File: src/mrrb_pkg.sv
// ----------------------------------------------------------------------------
// Multi-reader ring buffer package
// Shared types, field widths, operation codes and a helper function.
// ----------------------------------------------------------------------------
package mrrb_pkg;

    localparam int MODE_W   = 3;
    localparam int RDR_W    = 3;
    localparam int DATA_W   = 8;
    localparam int CNT_W    = 11;
    localparam int OUT_W    = 11;
    localparam int RS_W     = 12;
    localparam int CFG_AW   = 3;
    localparam int CFG_DW   = 32;
    localparam int MIN_RING = 1280;

    localparam logic [RS_W-1:0] RING_SIZE_RST = 12'd2048;
    localparam logic            REG_RING_SIZE = 1'b0;

    typedef enum logic [MODE_W-1:0] {
        MODE_WRITE     = 3'd0,
        MODE_READ      = 3'd1,
        MODE_DISCARD   = 3'd2,
        MODE_CREATE    = 3'd3,
        MODE_REMOVE    = 3'd4,
        MODE_FLUSH     = 3'd5,
        MODE_FLUSH_ALL = 3'd6,
        MODE_NOP       = 3'd7
    } t_mode;

    typedef enum logic [1:0] {
        ST_IDLE,
        ST_OP,
        ST_SCAN,
        ST_DONE
    } t_state;

    typedef struct packed {
        logic [MODE_W-1:0] mode;
        logic [RDR_W-1:0]  reader;
        logic [DATA_W-1:0] data;
        logic [CNT_W-1:0]  count;
        logic              last;
    } t_in;

    typedef struct packed {
        logic [OUT_W-1:0]  moved;
        logic [DATA_W-1:0] read_byte;
        logic [OUT_W-1:0]  reader_fill;
        logic [OUT_W-1:0]  free_space;
        logic              last_out;
    } t_out;

    typedef struct packed {
        logic            wr;
        logic [RS_W-1:0] wsize;
        logic [RS_W-1:0] size;
    } t_cfg;

    function automatic int ring_len(input logic [RS_W-1:0] size, input int depth);
        int s;
        s = int'(size);
        if (s < MIN_RING) s = MIN_RING;
        if (s > depth) s = depth;
        return s;
    endfunction

endpackage

File: src/mrrb_cfg.sv
// ----------------------------------------------------------------------------
// Multi-reader ring buffer configuration registers
// APB-style register port holding the ring size register.
// ----------------------------------------------------------------------------
module mrrb_cfg (
    input  logic                        i_clk,
    input  logic                        i_rst_n,
    input  logic                        psel,
    input  logic                        penable,
    input  logic                        pwrite,
    input  logic [mrrb_pkg::CFG_AW-1:0] paddr,
    input  logic [mrrb_pkg::CFG_DW-1:0] pwdata,
    output logic [mrrb_pkg::CFG_DW-1:0] prdata,
    output logic                        pready,
    output mrrb_pkg::t_cfg              o_cfg
);

    import mrrb_pkg::*;

    logic [RS_W-1:0] r_ring_size;
    logic            wr_en;

    assign pready = 1'b1;
    assign wr_en  = psel && penable && pwrite && (paddr[2] == REG_RING_SIZE);

    always_ff @(posedge i_clk) begin
        if (!i_rst_n) begin
            r_ring_size <= RING_SIZE_RST;
        end else if (wr_en) begin
            r_ring_size <= pwdata[RS_W-1:0];
        end
    end

    always_comb begin
        prdata = '0;
        if (paddr[2] == REG_RING_SIZE) begin
            prdata = CFG_DW'(r_ring_size);
        end
    end

    assign o_cfg.wr    = wr_en;
    assign o_cfg.wsize = pwdata[RS_W-1:0];
    assign o_cfg.size  = r_ring_size;

endmodule

File: config.mk
export PLATFORM = sky130hd
export DESIGN_NAME = mrrb_cfg
export DESIGN_NICKNAME = d
export VERILOG_FILES = /design/src/mrrb_pkg.sv /design/src/mrrb_cfg.sv
export SDC_FILE = /design/constraint.sdc
export NUM_CORES = 1
export LEC_CHECK = 0
export BUFFER_PORTS_ARGS = -buffer_cell sky130_fd_sc_hd__clkbuf_2
export CORE_MARGIN = 2
export CORE_UTILIZATION = 30
export DETAILED_ROUTE_END_ITERATION = 12
export PLACE_DENSITY = 0.87
export SLEW_MARGIN = 20
export SYNTH_ARGS = -nofsm -noshare
export SYNTH_HDL_FRONTEND = slang
export SYNTH_SLANG_ARGS = --single-unit
export TNS_END_PERCENT = 50
File: constraint.sdc
create_clock -name i_clk -period 1.5 [get_ports i_clk]
set_input_delay 0.45 -clock i_clk [delete_from_list [all_inputs] [get_ports i_clk]]
set_output_delay 0.45 -clock i_clk [all_outputs]
set_load 0.02 [all_outputs]
# [Yosys cells after proc, flatten, opt, wreduce, memory -nomap -nowiden]
# Index checks and enable logic that the tools add are counted.
[word_totals] register_bits=12 in_bits=40 out_inout_bits=58 elab_cells=6
[op_classes] n_mux=1 bitwise_logic=1 n_reduce_logical=3
[op_table] op="two-way mux 12 bit" n=1
[op_table] op="logical AND 1 bit" n=3
[op_table] op="NOT 1 bit" n=1

# [Longest topological paths before layout]
# Gate-level depths: netlist of the first run.
[logic_depth] word_depth=3 mapped_depth=4

# [Worst setup path after synthesis of the first run]
# OpenSTA, ideal clock, no wires.
[synth_path] path_type="input -> output" from="input paddr[2] in the netlist's numbering" to="output o_cfg[24] in the netlist's numbering" arrival_ns=1.068 t_required_ns=1.050 setup_slack_ns=-0.018 cell_stages=4 n_path_buf=3 cell_sequence="and4b_1 > buf_6 > buf_12 > buf_4"
[synth_via] elab_chain_cells=2
[synth_rtl] element="start, declared" line="mrrb_cfg.sv:11" rtl="input logic [mrrb_pkg::CFG_AW-1:0] paddr,"
[synth_rtl] element="NOT 1 bit"
[synth_rtl] element="logical AND 1 bit" line="mrrb_cfg.sv:24" rtl="assign wr_en = psel && penable && pwrite && (paddr[2] == REG_RING_SIZE);"
[synth_rtl] element="end, declared" line="mrrb_cfg.sv:15" rtl="output mrrb_pkg::t_cfg o_cfg"
# No other way between the ends.

==> out/qor.yml, run 1 <==
cells_and_area:
  layout_common_cells: "clkbuf_2 (51), nand2_1 (22), conb_1 (21)"
  largestRegisters: "r_ring_size: 12 flops"
  layout_commonest_cell: "clkbuf_2"
  drive_gt1_share_pct: 45.14
  largest_reg_flops: 12
  layout.filler_cells: 297
  n_antenna_cell: 0
  top_register: "r_ring_size"
  finalNetCount: 185
  syn2layout_area_growth_pct: 19.12
power_and_ir_drop:
  irDropWorstVdd_uv: 518.5
  leakagePower_nw: 0.5469
  power_density_nw_per_um2: 764.3
worst_setup_path:
  r2r_start: "r_ring_size[11]"
  r2r_end: "r_ring_size[11]"
  cp-endpoint: "o_cfg[24]"
  cp-end-kind: "primary output"
  reg2reg_depth: 2
  worstPathCellList: "clkbuf_2 > and4b_2 > buf_8"
  crit_arrival_ns: 1.00
  crit_slowest_cell: "and4b_2"
  slowest_delay_ns: 0.32
  cp.required_ns: 1.05
  critPathKind: "input port to primary output"
  start_kind: "input port"
  worst-path-max-fanout: 5
  reg2reg_setup_slack_ns: 0.87
  crit_start: "paddr[2]"
cts:
  clock_latency_ns: 0.27
  h-tree-depth: 1
  clkTransAtPathRegs_ns: 0.08
  cts_buffers: 3
  cts_buffer_depth: 2
  cts_tree: "done"
  post_cts_buffers: 0
  clockRootBuffer: "clkbuf_4"
  clock_sinks: 12
  cts_hold_buf: 0
timing:
  finalHoldViolations: 0
  hold-worst-slack_ns: 0.4099
  finalClockSkew_ns: 0
  clock.fmax_mhz: 688.7
  rsz0062_at_grt: "false"
  fin_crit_sh_pct: 96.80
  setup_violations: 0
  setup_tns_ns: 0
  period_needed_ns: 1.452
  drv_slew: 0
yosys:
  synth_area_um2: 850.8
  synthCells: 102
  synth.distinct_cells: 11
  avgSynthCellArea_um2: 8.341
  ys_seq_elements: 12
  ys_seq_area_share_pct: 28.24
  ys_warn_count: 0
route:
  drt-initial-drc-count: 13
  drc: 0
  wire_per_inst_um: 9.040
  viasPerCell: 3.897
  dr_total_vias: 682
  drt-pass1-iter-count: 3
  wl_um: 1582
  postRouteAntennaNets: 0
floorplan:
  die-width_um: 57.26
  core_um2: 2734
  rows: 19
  initial_core_util_pct: 31.12
  die-area_um2: 3278
  dieHeight_um: 57.26
  boundaryPins: 98
global_route:
  grt_overflow: 0
  grt_max_degree: 15
  grt_pass1_wl_um: 2366
  grt_pass1_vias: 525
  antenna_found_initial: 0
  track_usage_pct: 9.586
place:
  detailed_place_hpwl_um: 1338
  numPortBuffers: 54
  gp_congestion: 0.5891
run_status:
  status: "complete, no violations"
min_path:
  hold_path.class: "input port to flip-flop"
run:
  maxCapViolations: 0
==> cell families (layout without fill, tap and decap cells) <==
kind of cell           Yosys count  after routing  synth area share, %
muxes                           12             12                14.12
other                            2             21               0.8827
and+or+nand+nor                 37             37                21.76
DFF                             12             12                28.24
buffers and inverters           39             62                35.00
==> through the flow <==
stage	cells	area [um2]	worst slack (ns)	util, %	total power, mW
2_1_floorplan	121	925.9	0.003010	-	0.5281
3_3_place_gp	171	963.4	-0.01224	35.24	0.5210
3_5_place_dp	171	963.4	-0.01059	35.24	0.5231
4_1_cts	175	1010	0.009736	36.93	0.7923
5_1_grt	175	1013	0.0005289	37.07	0.8196
6_report	175	1013	0.04801	37.07	0.7746
==> how the worst min path moves through the flow <==
stage                   startpoint              to  slack (ns)  cells past startpoint
floorplan           r_ring_size[0]  r_ring_size[0]        0.54                      2
global placement    r_ring_size[6]  r_ring_size[6]        0.45                      2
detailed placement  r_ring_size[8]  r_ring_size[8]        0.46                      2
CTS                      pwdata[8]  r_ring_size[8]        0.40                      3
global route             pwdata[7]  r_ring_size[7]        0.40                      3
finish                   pwdata[8]  r_ring_size[8]        0.41                      3
==> where the power goes <==
group          internal (mW)  leakage [nW]  switching [mW]  total (mW)
Clock                  0.147        0.0210           0.111       0.259
Combinational         0.0572         0.429           0.129       0.186
Sequential             0.325        0.0971         0.00451       0.330
Total                  0.530         0.547           0.245       0.775
==> synth_stat cells <==
cell type / count / area (um2)
clkbuf_1: 3 / 11.26
dfxtp_1: 12 / 240.2
mux2i_1: 12 / 120.1
conb_1: 2 / 7.510
nand2_1: 22 / 82.58
and2b_2: 2 / 17.52
buf_6: 1 / 11.26
and4b_1: 1 / 10.01
buf_4: 34 / 255.2
nor2b_1: 12 / 75.07
buf_12: 1 / 20.02
==> per-layer routing <==
metal	global-route usage [%]	wire length [um]
met1	10.50	623
met2	16.58	770
met3	4.989	176
met4	1.993	12
met5	0	0
==> final cells by class <==
cell class / count / area, um2 / area share (%)
clock buffers: 4 / 36.28 / 3.580
multi-input cells: 70 / 385.4 / 38.02
flip-flops and latches: 12 / 240.2 / 23.70
well taps: 31 / 38.79 / 3.827
repair buffers: 58 / 312.8 / 30.86
==> worst max-delay path: cells and delay by family <==
kind | cells | cell delay (ns)
buffers and inverters | 2 | 0.23
AND/OR/NAND/NOR | 1 | 0.32
==> what timing repair did <==
action,CTS,global route
gates resized for setup,3,4
setup endpoints to repair,1,3
gates cloned,0,0
(Power assumes the default switching activity.)
==> run 2, diff against run 1 <==
--- a/config.mk
+++ b/config.mk
@@ -10,6 +10,7 @@
 export CORE_UTILIZATION = 30
 export DETAILED_ROUTE_END_ITERATION = 12
 export PLACE_DENSITY = 0.87
+export REMOVE_ABC_BUFFERS = 1
 export SLEW_MARGIN = 20
 export SYNTH_ARGS = -nofsm -noshare
 export SYNTH_HDL_FRONTEND = slang
==> run 2 against run 1 <==
  * Hold slack gained 0.0021 ns
  * First-iteration DRC count is the same
  * Clock skew is the same
  * Sequential share of layout area shrank 0.29 points
  * Global-route usage shrank 0.15 points
  * Wire length grew 4.2%
  * Critical endpoint unchanged
  * Largest power group unchanged
  * Highest routed layer is now met3
==> out/qor.yml, run 2 (synthesis gave the netlist of run 1 again) <==
worst_setup_path:
  cp-end-kind: "primary output"
  crit_slowest_cell: "and4b_1"
  crit_buf_inv: 2
  worstPathCellList: "buf_4 > and4b_1 > clkbuf_8"
  worst-path-max-fanout: 7
  slowest_delay_ns: 0.29
  start_kind: "input port"
  critPathKind: "input port to primary output"
  worst_path_dominant_cell_family: "buffers and inverters"
  cp.required_ns: 1.05
  crit_arrival_ns: 1.03
route:
  dr_total_vias: 697
  wl_um: 1648
  drc: 0
  drt-initial-drc-count: 13
  postRouteAntennaNets: 0
  viasPerCell: 3.983
  drt-pass1-iter-count: 2
  wire_per_inst_um: 9.417
timing:
  timing.final.ws_setup_ns: 0.01580
  fin_crit_sh_pct: 98.95
  setup_violations: 0
  drv_slew: 0
  finalClockSkew_ns: 0
  period_needed_ns: 1.484
  clock.fmax_mhz: 673.8
  rsz0062_at_grt: "false"
  finalHoldViolations: 0
  setup_tns_ns: 0
floorplan:
  dieHeight_um: 57.26
  rows: 19
  die-area_um2: 3278
  boundaryPins: 98
  initial_core_util_pct: 31.12
  die-width_um: 57.26
  core_um2: 2734
cts:
  clock_latency_ns: 0.27
  clkTransAtPathRegs_ns: 0.07
  clockRootBuffer: "clkbuf_4"
  cts_hold_buf: 0
  cts_tree: "done"
  cts_buffer_depth: 2
  cts_buffers: 3
  clock_sinks: 12
  h-tree-depth: 1
place:
  dp_slack_ns: -0.01209
  numPortBuffers: 54
  gp_congestion: 0.6406
  detailed_place_hpwl_um: 1325
power_and_ir_drop:
  p_sw_mw: 0.2397
  irDropWorstVdd_uv: 318.5
  power.total_mw: 0.7206
  leakagePower_nw: 0.5509
  power_frac_seq_pct: 45.8
  clockPowerShare_pct: 27.3
  netSwitchingFraction_pct: 33.26
  intPower_mw: 0.4809
  power_density_nw_per_um2: 702.3
  pwr-share-comb_pct: 26.8
global_route:
  grt_overflow: 0
  grt_pass1_wl_um: 2318
  grt_pass1_vias: 479
  antenna_found_initial: 0
  track_usage_pct: 9.441
  grt_max_degree: 16
cells_and_area:
  layout_common_cells: "clkbuf_2 (51), nand2_1 (22), conb_1 (21)"
  finalNetCount: 186
  drive_gt1_share_pct: 45.14
  largest_reg_flops: 12
  layout_commonest_cell: "clkbuf_2"
  n_antenna_cell: 0
  syn2layout_area_growth_pct: 20.59
  multi_input_area_um2: 386.6
  layout.area.seq_um2: 240.2
  top_register: "r_ring_size"
  largestRegisters: "r_ring_size: 12 flops"
  layout.filler_cells: 286
run_status:
  status: "complete, no violations"
min_path:
  hold_path.class: "input port to flip-flop"
run:
  maxCapViolations: 0
-- run 2: cell counts in the layout (fill, tap and decap cells not counted) --
Identical to the previous run, type by type.
-- run 2: worst register-to-register path, stage by stage (launching register included) --
cell and delay (ns):
dfxtp_1 0.32, nor2b_1 0.11, mux2i_1 0.07
-- run 2: layout make-up --
cell class              instances  area share, %
multi-input cells              70          37.68
well taps                      31          3.781
repair buffers                 59          32.93
clock buffers                   3          2.195
flip-flops and latches         12          23.41
-- run 2: final timing paths --
kind                endpoint  depth (start not counted)            start  slack, ns
max                o_cfg[24]                          3         paddr[2]       0.02
min           r_ring_size[7]                          3        pwdata[7]       0.41
max reg2reg  r_ring_size[11]                          2  r_ring_size[11]       0.89
min reg2reg   r_ring_size[7]                          2   r_ring_size[7]       0.47
-- run 2: repair_timing --
action	CTS	global route
setup buffers	0	1
setup endpoints to repair	5	3
gates resized for setup	5	3
-- run 2: power groups by stage --
stage	logic (mW)	clock network, mW	registers, mW
2_1_floorplan	0.0784	0	0.346
3_3_place_gp	0.189	0	0.337
3_5_place_dp	0.190	0	0.338
4_1_cts	0.194	0.211	0.330
5_1_grt	0.208	0.230	0.331
6_report	0.193	0.197	0.330
-- run 2: metrics by stage --
stage	util, %	cells	area (um2)	hold slack (ns)
finish	37.53	175	1026	0.4120
global route	37.53	175	1026	0.4031
CTS	37.16	174	1016	0.4026
detailed placement	35.70	171	975.9	0.4639
global placement	35.70	171	975.9	0.4537
floorplan	-	82	624.3	0.5383
-- run 2: routing by layer --
layer / global-route usage (%) / wire length, um / up-vias
li1: - / - / 351
met5: 0 / 0 / -
met2: 14.45 / 781 / 45
met3: 4.762 / 175 / 0
met4: 0.9967 / 0 / 0
met1: 12.45 / 691 / 301
